`src/rtl/core/dbwq_pkg.sv`:
```
// ----------------------------------------------------------------------------
// dbwq_pkg: shared types and constants of the distance bounded window queue
// Control word layout, the sequencer program, register indexes and the
// fixed field widths of the scan and result items.
// ----------------------------------------------------------------------------
package dbwq_pkg;

	// Fixed field widths.
	localparam int ID_W    = 16;
	localparam int POS_W   = 24;
	localparam int SEQ_W   = 32;
	localparam int CNT_W   = 5;
	localparam int LIM_W   = 50;
	localparam int SCAN_W  = ID_W + 2 * POS_W;
	localparam int OUT_W   = 56;

	// Results per scan, summary included, and the width of the eviction counter.
	localparam int MAX_RESULTS = 16;
	localparam int NRES_W      = $clog2(MAX_RESULTS);

	// Configuration register indexes and reset values.
	localparam int CFG_IDX_W = 2;
	localparam logic [CFG_IDX_W-1:0] REG_MAX_COUNT  = CFG_IDX_W'(0);
	localparam logic [CFG_IDX_W-1:0] REG_DIST_LIMIT = CFG_IDX_W'(1);
	localparam logic [CNT_W-1:0] MAX_COUNT_RST  = CNT_W'(16);
	localparam logic [LIM_W-1:0] DIST_LIMIT_RST = {1'b0, {(LIM_W-1){1'b1}}};

	// Sequencer steps.
	typedef enum logic [3:0] {
		ST_IDLE,
		ST_FULL_CHK,
		ST_EMIT_FULL,
		ST_STORE,
		ST_LOOP_CHK,
		ST_DIFF,
		ST_MULT,
		ST_CMP,
		ST_EMIT_EVICT,
		ST_EMIT_SUM
	} step_t;

	// Jump conditions.
	typedef enum logic [2:0] {
		COND_ALWAYS,
		COND_IN_VALID,
		COND_FULL,
		COND_LOOP,
		COND_EVICT
	} cond_t;

	// Result selection of a step.
	typedef enum logic [1:0] {
		EMIT_NONE,
		EMIT_FULL,
		EMIT_EVICT,
		EMIT_SUMMARY
	} emit_t;

	// Controls of the distance unit.
	typedef struct packed {
		logic ld_diff;
		logic ld_sq;
	} dist_ctrl_t;

	// One control word.
	typedef struct packed {
		cond_t      cond;
		step_t      tgt_t;
		step_t      tgt_f;
		logic       store;
		dist_ctrl_t dist_ctl;
		emit_t      emit;
	} ucode_t;

	// The sequencer program. A step with a result waits for the output register.
	function automatic ucode_t ucode_rom(input step_t pc);
		ucode_t w;
		w.cond     = COND_ALWAYS;
		w.tgt_t    = ST_IDLE;
		w.tgt_f    = ST_IDLE;
		w.store    = 1'b0;
		w.dist_ctl = '0;
		w.emit     = EMIT_NONE;
		unique case (pc)
			ST_IDLE: begin
				w.cond  = COND_IN_VALID;
				w.tgt_t = ST_FULL_CHK;
				w.tgt_f = ST_IDLE;
			end
			ST_FULL_CHK: begin
				w.cond  = COND_FULL;
				w.tgt_t = ST_EMIT_FULL;
				w.tgt_f = ST_STORE;
			end
			ST_EMIT_FULL: begin
				w.tgt_t = ST_STORE;
				w.emit  = EMIT_FULL;
			end
			ST_STORE: begin
				w.tgt_t = ST_LOOP_CHK;
				w.store = 1'b1;
			end
			ST_LOOP_CHK: begin
				w.cond  = COND_LOOP;
				w.tgt_t = ST_DIFF;
				w.tgt_f = ST_EMIT_SUM;
			end
			ST_DIFF: begin
				w.tgt_t            = ST_MULT;
				w.dist_ctl.ld_diff = 1'b1;
			end
			ST_MULT: begin
				w.tgt_t          = ST_CMP;
				w.dist_ctl.ld_sq = 1'b1;
			end
			ST_CMP: begin
				w.cond  = COND_EVICT;
				w.tgt_t = ST_EMIT_EVICT;
				w.tgt_f = ST_EMIT_SUM;
			end
			ST_EMIT_EVICT: begin
				w.tgt_t = ST_LOOP_CHK;
				w.emit  = EMIT_EVICT;
			end
			ST_EMIT_SUM: begin
				w.tgt_t = ST_IDLE;
				w.emit  = EMIT_SUMMARY;
			end
			default: begin
				w.tgt_t = ST_IDLE;
			end
		endcase
		return w;
	endfunction

endpackage

```
`src/rtl/core/dbwq_ram.sv`:
```
// ----------------------------------------------------------------------------
// dbwq_ram: generic single write port, single read port RAM
// One write and one registered read per cycle.
// ----------------------------------------------------------------------------
module dbwq_ram #(
	parameter int WIDTH = 64,
	parameter int DEPTH = 16
) (
	input  logic                     clk,
	input  logic                     we,
	input  logic [$clog2(DEPTH)-1:0] waddr,
	input  logic [WIDTH-1:0]         wdata,
	input  logic [$clog2(DEPTH)-1:0] raddr,
	output logic [WIDTH-1:0]         rdata
);

	logic [WIDTH-1:0] mem [DEPTH];

	// Write port and registered read port.
	always_ff @(posedge clk) begin
		if (we) begin
			mem[waddr] <= wdata;
		end
		rdata <= mem[raddr];
	end

endmodule

```
`src/rtl/core/dbwq_dist.sv`:
```
// ----------------------------------------------------------------------------
// dbwq_dist: squared distance unit
// Differences, squares and the threshold compare, one register between each.
// ----------------------------------------------------------------------------
module dbwq_dist (
	input  logic                                  clk,
	input  dbwq_pkg::dist_ctrl_t                  ctrl,
	input  logic signed [dbwq_pkg::POS_W-1:0]     front_x,
	input  logic signed [dbwq_pkg::POS_W-1:0]     front_y,
	input  logic signed [dbwq_pkg::POS_W-1:0]     new_x,
	input  logic signed [dbwq_pkg::POS_W-1:0]     new_y,
	input  logic signed [dbwq_pkg::LIM_W-1:0]     limit_sq,
	output logic                                  far
);
	import dbwq_pkg::*;

	localparam int DW  = POS_W + 1;
	localparam int PW  = 2 * DW;
	localparam int SQW = 2 * POS_W;
	localparam int SUMW = SQW + 1;
	localparam int CMPW = LIM_W + 1;

	logic signed [DW-1:0]  dx_q, dy_q;
	logic signed [PW-1:0]  px, py;
	logic [SQW-1:0]        sqx_q, sqy_q;
	logic [SUMW-1:0]       d2;

	// Differences between the front scan and the newest scan.
	always_ff @(posedge clk) begin
		if (ctrl.ld_diff) begin
			dx_q <= DW'(front_x) - DW'(new_x);
			dy_q <= DW'(front_y) - DW'(new_y);
		end
	end

	// Squares; each difference is below 2^24 in magnitude, so 48 bits hold them.
	assign px = dx_q * dx_q;
	assign py = dy_q * dy_q;

	always_ff @(posedge clk) begin
		if (ctrl.ld_sq) begin
			sqx_q <= px[SQW-1:0];
			sqy_q <= py[SQW-1:0];
		end
	end

	// Sum and signed compare against the threshold.
	assign d2  = {1'b0, sqx_q} + {1'b0, sqy_q};
	assign far = $signed({{(CMPW-SUMW){1'b0}}, d2}) > $signed({limit_sq[LIM_W-1], limit_sq});

endmodule

```
`src/rtl/core/distance_bounded_window_queue_unit.sv`:
```
// ----------------------------------------------------------------------------
// distance_bounded_window_queue_unit: sliding scan window with eviction
// Appends each scan to a circular window and evicts from the front on count
// or squared distance, reporting each eviction and then one summary.
//
// Channel  Direction  Handshake          Payload
// s_*      in         s_tvalid/s_tready  s_tdata: scan_id, pos_x, pos_y
// m_*      out        m_tvalid/m_tready  m_tdata, m_tuser (kind), m_tlast
// cfg_*    in         cfg_valid/ready    cfg_index, cfg_data
//
// A scan takes a full check and the store, then for each eviction a distance
// check (difference, square, compare) and its result, then a last check that
// keeps the front, skipped once only the newest scan is left or the eviction
// cap is reached, and the summary. A full window first evicts its front. The
// step loop uses one memory read port and one pair of multipliers. One scan at
// a time. Reset clears the counters, index and valid flag and resets the
// limits, not the window. A stalled output holds the sequencer on its step.
// ----------------------------------------------------------------------------
module distance_bounded_window_queue_unit #(
	parameter int WINDOW_DEPTH = 16
) (
	input  logic                                  clk,
	input  logic                                  arst_n,
	// Scan input.
	input  logic                                  s_tvalid,
	output logic                                  s_tready,
	input  logic [dbwq_pkg::SCAN_W-1:0]           s_tdata,   // scan_id, pos_x, pos_y
	// Result output.
	output logic                                  m_tvalid,
	input  logic                                  m_tready,
	output logic [dbwq_pkg::OUT_W-1:0]            m_tdata,   // out_id, sequence_index,
	                                                         // window_count, zero pad
	output logic                                  m_tuser,   // kind
	output logic                                  m_tlast,
	// Configuration writes.
	input  logic                                  cfg_valid,
	output logic                                  cfg_ready,
	input  logic [dbwq_pkg::CFG_IDX_W-1:0]        cfg_index,
	input  logic [dbwq_pkg::LIM_W-1:0]            cfg_data
);
	import dbwq_pkg::*;

	localparam int AW  = $clog2(WINDOW_DEPTH);
	localparam int HW  = $clog2(WINDOW_DEPTH + 1);
	localparam int CW  = (HW > CNT_W) ? HW : CNT_W;
	localparam int X_LO = ID_W;
	localparam int Y_LO = ID_W + POS_W;
	localparam logic [CW-1:0] DEPTH_C = CW'(WINDOW_DEPTH);

	// Sequencer and window state.
	step_t               pc_q;
	logic [HW-1:0]       held_q;
	logic [AW-1:0]       front_q;
	logic [NRES_W-1:0]   nres_q;
	logic [SEQ_W-1:0]    next_index_q;
	logic [CNT_W-1:0]    max_count_q;
	logic [LIM_W-1:0]    dist_limit_q;

	// Latched scan.
	logic [SCAN_W-1:0]   scan_q;
	logic [SEQ_W-1:0]    seq_q;

	// Output register.
	logic                out_valid_q;
	logic [ID_W-1:0]     out_id_q;
	logic [SEQ_W-1:0]    out_seq_q;
	logic [CNT_W-1:0]    out_cnt_q;
	logic                out_kind_q;
	logic                out_last_q;

	ucode_t              uw;
	logic                accept, slot_free, emit_go, stall, cond_hit, drop, far;
	logic [SCAN_W-1:0]   front_rd;
	logic [AW-1:0]       newest;
	logic [CW:0]         pos_sum;
	logic [CW-1:0]       held_c, limit_c, cnt_c;
	logic [ID_W-1:0]     emit_id;

	// Current control word and handshakes.
	assign uw        = ucode_rom(pc_q);
	assign s_tready  = (pc_q == ST_IDLE);
	assign accept    = s_tvalid && s_tready;
	assign cfg_ready = 1'b1;
	assign slot_free = !out_valid_q || m_tready;
	assign emit_go   = (uw.emit != EMIT_NONE) && slot_free;
	assign stall     = (uw.emit != EMIT_NONE) && !slot_free;
	assign drop      = emit_go && ((uw.emit == EMIT_FULL) || (uw.emit == EMIT_EVICT));

	// Count limit: zero means one, and it never exceeds the window depth.
	assign held_c = CW'(held_q);
	always_comb begin
		if (max_count_q == '0) begin
			limit_c = CW'(1);
		end else if (CW'(max_count_q) > DEPTH_C) begin
			limit_c = DEPTH_C;
		end else begin
			limit_c = CW'(max_count_q);
		end
	end

	// Slot of the newest scan; the sum stays below twice the depth.
	assign pos_sum = (CW + 1)'(front_q) + (CW + 1)'(held_q);
	assign newest  = (pos_sum >= (CW + 1)'(WINDOW_DEPTH)) ?
		AW'(pos_sum - (CW + 1)'(WINDOW_DEPTH)) : AW'(pos_sum);

	// Jump condition of the current step.
	always_comb begin
		unique case (uw.cond)
			COND_ALWAYS:   cond_hit = 1'b1;
			COND_IN_VALID: cond_hit = s_tvalid;
			COND_FULL:     cond_hit = (held_c >= DEPTH_C);
			COND_LOOP:     cond_hit = (held_q > HW'(1)) &&
			                          (nres_q < NRES_W'(MAX_RESULTS - 1));
			COND_EVICT:    cond_hit = (held_c > limit_c) || far;
			default:       cond_hit = 1'b0;
		endcase
	end

	// Result fields of an emitting step.
	always_comb begin
		unique case (uw.emit)
			EMIT_EVICT: begin
				emit_id = front_rd[ID_W-1:0];
				cnt_c   = held_c - CW'(1);
			end
			EMIT_SUMMARY: begin
				emit_id = scan_q[ID_W-1:0];
				cnt_c   = held_c;
			end
			default: begin
				emit_id = front_rd[ID_W-1:0];
				cnt_c   = held_c;
			end
		endcase
	end

	// Window storage: written at the newest slot, read at the front.
	dbwq_ram #(
		.WIDTH (SCAN_W),
		.DEPTH (WINDOW_DEPTH)
	) u_window (
		.clk   (clk),
		.we    (uw.store),
		.waddr (newest),
		.wdata (scan_q),
		.raddr (front_q),
		.rdata (front_rd)
	);

	// Squared distance from the front scan to the newest scan.
	dbwq_dist u_dist (
		.clk      (clk),
		.ctrl     (uw.dist_ctl),
		.front_x  (front_rd[X_LO +: POS_W]),
		.front_y  (front_rd[Y_LO +: POS_W]),
		.new_x    (scan_q[X_LO +: POS_W]),
		.new_y    (scan_q[Y_LO +: POS_W]),
		.limit_sq (dist_limit_q),
		.far      (far)
	);

	// Control state: step counter, window pointers, counters and registers.
	always_ff @(posedge clk or negedge arst_n) begin
		if (!arst_n) begin
			pc_q         <= ST_IDLE;
			held_q       <= '0;
			front_q      <= '0;
			nres_q       <= '0;
			next_index_q <= '0;
			max_count_q  <= MAX_COUNT_RST;
			dist_limit_q <= DIST_LIMIT_RST;
			out_valid_q  <= 1'b0;
		end else begin
			if (!stall) begin
				pc_q <= cond_hit ? uw.tgt_t : uw.tgt_f;
			end
			if (accept) begin
				next_index_q <= next_index_q + SEQ_W'(1);
				nres_q       <= '0;
			end
			if (drop) begin
				front_q <= (front_q == AW'(WINDOW_DEPTH - 1)) ? '0 : front_q + AW'(1);
				held_q  <= held_q - HW'(1);
				nres_q  <= nres_q + NRES_W'(1);
			end else if (uw.store) begin
				held_q <= held_q + HW'(1);
			end
			if (emit_go) begin
				out_valid_q <= 1'b1;
			end else if (m_tready) begin
				out_valid_q <= 1'b0;
			end
			if (cfg_valid && cfg_ready) begin
				unique case (cfg_index)
					REG_MAX_COUNT:  max_count_q  <= cfg_data[CNT_W-1:0];
					REG_DIST_LIMIT: dist_limit_q <= cfg_data;
					default: ;
				endcase
			end
		end
	end

	// Payload registers.
	always_ff @(posedge clk) begin
		if (accept) begin
			scan_q <= s_tdata;
			seq_q  <= next_index_q;
		end
		if (emit_go) begin
			out_id_q   <= emit_id;
			out_seq_q  <= seq_q;
			out_cnt_q  <= cnt_c[CNT_W-1:0];
			out_kind_q <= (uw.emit == EMIT_SUMMARY);
			out_last_q <= (uw.emit == EMIT_SUMMARY);
		end
	end

	assign m_tvalid = out_valid_q;
	assign m_tdata  = {{(OUT_W - ID_W - SEQ_W - CNT_W){1'b0}}, out_cnt_q, out_seq_q, out_id_q};
	assign m_tuser  = out_kind_q;
	assign m_tlast  = out_last_q;

`ifndef SYNTH
	// The window never holds more scans than its depth.
	a_held_bound: assert property (@(posedge clk) disable iff (!arst_n)
		held_q <= HW'(WINDOW_DEPTH))
		else $error("window count above depth");

	// Only the summary closes a scan, and only a summary is marked last.
	a_last_kind: assert property (@(posedge clk) disable iff (!arst_n)
		m_tvalid |-> (m_tlast == m_tuser))
		else $error("last flag and summary kind disagree");

	// A summary always leaves the newest scan in the window.
	a_sum_kept: assert property (@(posedge clk) disable iff (!arst_n)
		(emit_go && (uw.emit == EMIT_SUMMARY)) |-> (held_q != '0))
		else $error("summary with an empty window");

	// An accepted scan blocks the input until its summary is written to the output register.
	a_one_scan: assert property (@(posedge clk) disable iff (!arst_n)
		accept |=> !s_tready)
		else $error("input taken while a scan is in work");
`endif

endmodule
```
`config.mk`:
```
export PLATFORM = sky130hd
export DESIGN_NAME = distance_bounded_window_queue_unit
export DESIGN_NICKNAME = d
export VERILOG_FILES = /design/src/rtl/core/dbwq_pkg.sv /design/src/rtl/core/dbwq_ram.sv /design/src/rtl/core/dbwq_dist.sv /design/src/rtl/core/distance_bounded_window_queue_unit.sv
export SDC_FILE = /design/constraint.sdc
export NUM_CORES = 2
export LEC_CHECK = 0
export BUFFER_PORTS_ARGS = -buffer_cell sky130_fd_sc_hd__buf_2
export CAP_MARGIN = 0
export CORE_ASPECT_RATIO = 0.5
export CORE_MARGIN = 2
export CORE_UTILIZATION = 55
export CTS_CLUSTER_DIAMETER = 80
export CTS_CLUSTER_SIZE = 28
export DETAILED_ROUTE_END_ITERATION = 8
export PLACE_DENSITY = 0.71
export SLEW_MARGIN = 20
export SYNTH_ARGS = -nofsm -noshare
export SYNTH_HDL_FRONTEND = slang
export SYNTH_HIERARCHICAL = 1
export SYNTH_SLANG_ARGS = --single-unit
export TNS_END_PERCENT = 30
```
`constraint.sdc`:
```
create_clock -name clk -period 14.71 [get_ports clk]
set_input_delay 0.7355 -clock clk [delete_from_list [all_inputs] [get_ports clk]]
set_output_delay 0.7355 -clock clk [all_outputs]
set_load 0.05 [all_outputs]
```
# Word-level counts from Yosys, hierarchy flattened
# Memory sizes are Yosys's and may differ from the RTL's. A register that Yosys moved wholly into a read port is not among the register bits.
# Cells that the tools add are included.
# W data, S select, Z words.
# totals
register_bits,401
mem_bits_rw,1024
inputBits,121
out_inout_bits,61
elab_cells,101
memories,1
# classes
addsub,10
n_mul,2
magnitude_cmp,7
eq_ne,18
n_mux,23
reduce_logical,22
# memory_table
memory,depth,width,read_ports,rd_clocked_by_memory_dff,wr,line_no,source
u_window.mem,16,64,1,1,1,dbwq_ram.sv:17,logic [WIDTH-1:0] mem [DEPTH];
# ops
op,n
$mul A25 B25 Y48,2
$gt A50 B50 Y1,1
$sub A24 B24 Y25,2
$add A48 B48 Y49,1
$add A32 B1 Y32 const B,1
$pmux W4 S8,1
$mux W5,5
$mux W4,5
$eq A4 B3 Y1 const B,4
$mux W16,1
$eq A4 B4 Y1 const B,3
$pmux W3 S4,1
$add A4 B1 Y4 const B,2
$eq A4 B2 Y1 const B,2
$pmux W4 S2,1
$reduce_bool A2 Y1,4
$mux W1,7
$add A4 B5 Y6,1
$eq A3 B2 Y1 const B,2
$ge A6 B5 Y1 const B,1
$pmux W2 S3,1
$add A5 B1 Y5 const B,1
$ge A5 B5 Y1 const B,1
$gt A5 B1 Y1 const B,1
20 further kinds,31

# Logic depth before layout (Yosys ltp)
# logic_depth
depth_word,7
depth_mapped,29
mapped_depth_nobuf,28

# Hierarchy
# The synthesis kept the hierarchy.
# by_module_without_submodules
mod,instances,cells_each,area_each_um2,seq_area_each_um2
dbwq_dist,1,5145,49761.5,4324.1
dbwq_ram,1,1647,39583.0,32030.7
distance_bounded_window_queue_unit,1,580,9698.1,7194.4

# Least setup slack after synthesis
# No wires, ideal clock.
# synth_timing
path_kind,register -> register
start,register u_dist.dx_q[24]
end,register u_dist.sqx_q[46] (data pin)
arrival_time_ns,7.217
required_ns,14.446
path_slack_ns,7.229
path_stages_with_launch,25
n_path_buf,2
period_less_slack_ns,7.481
cell_sequence,edfxtp_1 clkbuf_1 buf_1 nand2_1 fa_1 fa_1 inv_1 fa_1 inv_1 fa_1 fa_1 fa_1 fa_1 inv_1 ha_1 a21o_1 a21o_1 a21o_1 a21o_1 a21oi_1 inv_1 a41oi_1 o21ai_0 a221oi_1 xnor2_1
# synth_between
elab_chain_len,1
# synth_rtl
item,line_no,source
from (decl),dbwq_dist.sv:23,"logic signed [DW-1:0] dx_q, dy_q;"
from (signal assigned),dbwq_dist.sv:31,dx_q <= DW'(front_x) - DW'(new_x);
$mul A25 B25 Y48,dbwq_dist.sv:37,assign px = dx_q * dx_q;
named net u_dist.px[46],dbwq_dist.sv:24,"logic signed [PW-1:0] px, py;"
to (signal assigned),dbwq_dist.sv:42,sqx_q <= px[SQW-1:0];
to (decl),dbwq_dist.sv:25,"logic [SQW-1:0] sqx_q, sqy_q;"
# The timed path passes the listed nets, and every way through them passes these cells.
# A chain may end at the register's enable or synchronous reset.

# Final worst setup path
# layout_timing
start,register u_dist.dx_q[8]
end,register u_dist.sqx_q[45] (data pin)
# The elaborated chain is that of the path after synthesis.

==> results.sh <==
export IMPL_status="finished clean"
export IMPL_synth_async_reset_ratio_pct=7.06
export IMPL_crit_path_end_kind="register"
export IMPL_grt_usage_pct=25.1
export IMPL_crit_fanout=20
export IMPL_synth_seq_cells=1487
export IMPL_synth_cell_types=93
export IMPL_worst_hold_path_type="input port to register"
export IMPL_cts_tree="done"
export IMPL_crit_family="adder cells"
export IMPL_syn_inst=7372
export IMPL_whs_path_depth=1
export IMPL_drtAntennaViolNets=0
export IMPL_dieArea_um2=184000
export IMPL_die_w_um=604
export IMPL_synth_ff_type="edfxtp_1"
export IMPL_yosysSeqAreaShare_pct=44.0
export IMPL_grt_pass1_vias=59400
export IMPL_slowest_delay_ns=0.89
export IMPL_r2r_cells=24
export IMPL_synth_commonest_cells="inv_1 (1521), edfxtp_1 (1318), fa_1 (1185), nand2_1 (499), ha_1 (456)"
export IMPL_setup_violations=0
export IMPL_hold_violations=0
export IMPL_cp_required_ns=15.16
export IMPL_io_pins=182
export IMPL_cts_clk_slew_worst_paths_ns=0.10
export IMPL_vias_per_cell=5.63
export IMPL_period_needed_ns=8.75
export IMPL_cts_sinks=1487
export IMPL_synth_area_um2=99000
export IMPL_synth_area_leaders="edfxtp_1 (40%), fa_1 (24%), mux4_2 (5.8%), inv_1 (5.8%), ha_1 (5.8%)"
export IMPL_root_buffer="clkbuf_16"
export IMPL_nets=9241
export IMPL_crit_slowest_cell="edfxtp_1"
export IMPL_fin_crit_sh_pct=59.5
export IMPL_r2r_start="u_dist/dx_q[8]"
export IMPL_start_util_pct=55.2
export IMPL_max_slew_margin_pct=26.9
export IMPL_grt_pass1_wl_mm=348
export IMPL_dp_hpwl_mm=155
export IMPL_dr_total_vias=56000
export IMPL_grt_remaining_overflow=0
export IMPL_rsz0062_at_grt="no"
export IMPL_yosysTopAreaCell="edfxtp_1"
export IMPL_placementRows=110
export IMPL_skew_ns=0.0761
export IMPL_tightest_slew_ns=1.10
export IMPL_syn2layout_area_growth_pct=6.06
export IMPL_r2r_slack_ns=5.96
export IMPL_hp_start="s_tdata[56]"
export IMPL_numPortBuffers=177
export IMPL_post_route_cells_drive_above_1_share_pct=10.6
export IMPL_drv_slew=0
export IMPL_antenna_found_initial=4
export IMPL_crit_type="register to register"
export IMPL_rr_endpoint="u_dist/sqx_q[45]"
export IMPL_grt_start_max_net_pins=141
export IMPL_syn_avg_cell_area_um2=13.4
export IMPL_drv_cap=0
export IMPL_fillers=13900
export IMPL_synth_most_common_cell="inv_1"
export IMPL_clock_latency_ns=0.73
export IMPL_drt_wl_total_mm=224
export IMPL_cts_buffer_depth=3
export IMPL_fin_setup_tns_ns=0
export IMPL_die_h_um=304
export IMPL_first_pass_iters=5
export IMPL_wire_per_inst_um=22.5
export IMPL_htreeDepth=3
export IMPL_core_area_um2=179000
export IMPL_drc=0
export IMPL_drt_initial_drc_count=5041
export IMPL_synth_top_area_share_pct=40.0
export IMPL_gp_congestion=0.928
export IMPL_path_buf_inv=5
export IMPL_path_common_cell="fa_1"
export IMPL_fmax_mhz=114
export IMPL_cp_cell_sequence="clkinv_1 > nor2_1 > inv_1 > fa_1 > fa_1 > inv_1 > fa_1 > inv_1 > fa_1 > inv_1 > fa_1 > fa_1 > fa_1 > ha_1 > and4_1 > nand3_1 > nor2_1 > o211ai_1 > a2111oi_0 > o21ai_0 > nor3b_1 > o31ai_1 > a21oi_1 > xnor2_1"
export IMPL_startpoint_type="register"
export IMPL_yosysWarnings=6
export IMPL_synth_edf_count=1318
export IMPL_hold_end="scan_q[56]"
export IMPL_numCtsBuffers=68
export IMPL_arrival_ns=9.20
[cell families after synthesis]
family / synth area share, %
flops: 44.0
fa+ha+maj: 29.7
compound gates: 4.61
buf+inv: 6.83
simple gates: 5.92
mux: 6.69
other cells: 0.00758
xor+xnor: 2.25
[worst max-delay path by stage]
| stage | startpoint | endpoint | slack, ns | cells past startpoint |
|---|---|---|---|---|
| after floorplan | u_dist/dx_q[24] | u_dist/sqx_q[46] | 7.23 | 24 |
| after global placement | u_dist/dx_q[24] | u_dist/sqx_q[46] | 6.39 | 23 |
| after detailed placement | u_dist/dx_q[8] | u_dist/sqx_q[45] | 6.18 | 24 |
| after CTS | u_dist/dx_q[8] | u_dist/sqx_q[45] | 6.16 | 24 |
| after global routing | u_dist/dx_q[8] | u_dist/sqx_q[45] | 5.45 | 24 |
| final | u_dist/dx_q[8] | u_dist/sqx_q[45] | 5.96 | 24 |
[cell type report]
cell class                      count  area (um^2)  share of cell area, %
Tap cell                         2408         3010                   2.87
Sequential cell                  1487        43600                   41.5
Multi-Input combinational cell   4128        48900                   46.6
Clock inverter                     18          360                  0.343
Antenna cell                        3         7.51                0.00715
Clock buffer                      106         1840                   1.76
Inverter                         1529         5740                   5.47
Timing Repair Buffer              265         1620                   1.54
[layout by cell type (no fill, tap or decap), types with 68 or more instances in the layout]
master,Yosys,layout
edfxtp_1,1318,1318
mux2_2,71,71
xnor2_1,189,188
fa_1,1185,1185
ha_1,456,455
buf_4,11,82
nor2_1,232,217
a21oi_1,163,163
a22oi_1,130,130
o21ai_0,90,90
a21o_1,104,104
nand2_1,499,499
mux4_2,256,256
and2_1,218,216
clkbuf_16,0,68
inv_1,1521,1520
buf_2,16,176
[state kept, by name, indices dropped and copies added (netlist names), 5 cells and up]
name,flops
held_c,5
u_dist/dx_q,25
next_index_q,32
u_window/rdata,64
u_dist/sqy_q,47
max_count_q,5
u_dist/dy_q,25
u_window/mem,1024
out_id_q,16
u_dist/sqx_q,47
scan_q,64
out_seq_q,32
dist_limit_q,50
seq_q,32
out_cnt_q,5
[worst reg2reg max path: stages, from the launching register on]
cell       delay (ns)
edfxtp_1         0.89
clkinv_1         0.65
nor2_1           0.37
inv_1            0.09
fa_1             0.47
fa_1             0.54
inv_1            0.05
fa_1             0.51
inv_1            0.06
fa_1             0.55
inv_1            0.06
fa_1             0.39
fa_1             0.53
fa_1             0.41
ha_1             0.39
and4_1           0.24
nand3_1          0.11
nor2_1           0.12
o211ai_1         0.23
a2111oi_0        0.85
o21ai_0          0.31
nor3b_1          0.22
o31ai_1          0.24
a21oi_1          0.11
xnor2_1          0.13
[per-stage QoR]
stage	hold slack [ns]	cell area (um^2)	util, %	setup slack [ns]	std cells
2_1_floorplan	0.400	99100	-	7.23	7374
3_3_place_gp	0.401	103000	57.3	6.39	9813
3_5_place_dp	0.405	103000	57.3	6.18	9814
4_1_cts	0.113	105000	58.5	6.16	9939
5_1_grt	0.118	105000	58.6	5.45	9941
6_report	0.151	105000	58.6	5.96	9944
[metal layers]
metal	up-vias	track usage, %	part of all wire (%)
met2	1970	40.7	48
met3	342	4.51	8.0
li1	24600	-	-
met5	-	0	0
met1	29100	34.8	41
met4	0	8.01	3.6
[repair_timing]
action / 4_1_cts / 5_1_grt
endpoints found under the hold margin: 46 / 0
buffers inserted: 0 / 0
hold buffers: 1 / 0
resized for setup: 0 / 0
Power is not shown: default switching activity piles up to over one toggle a cycle in this logic, so the estimate is an artifact.
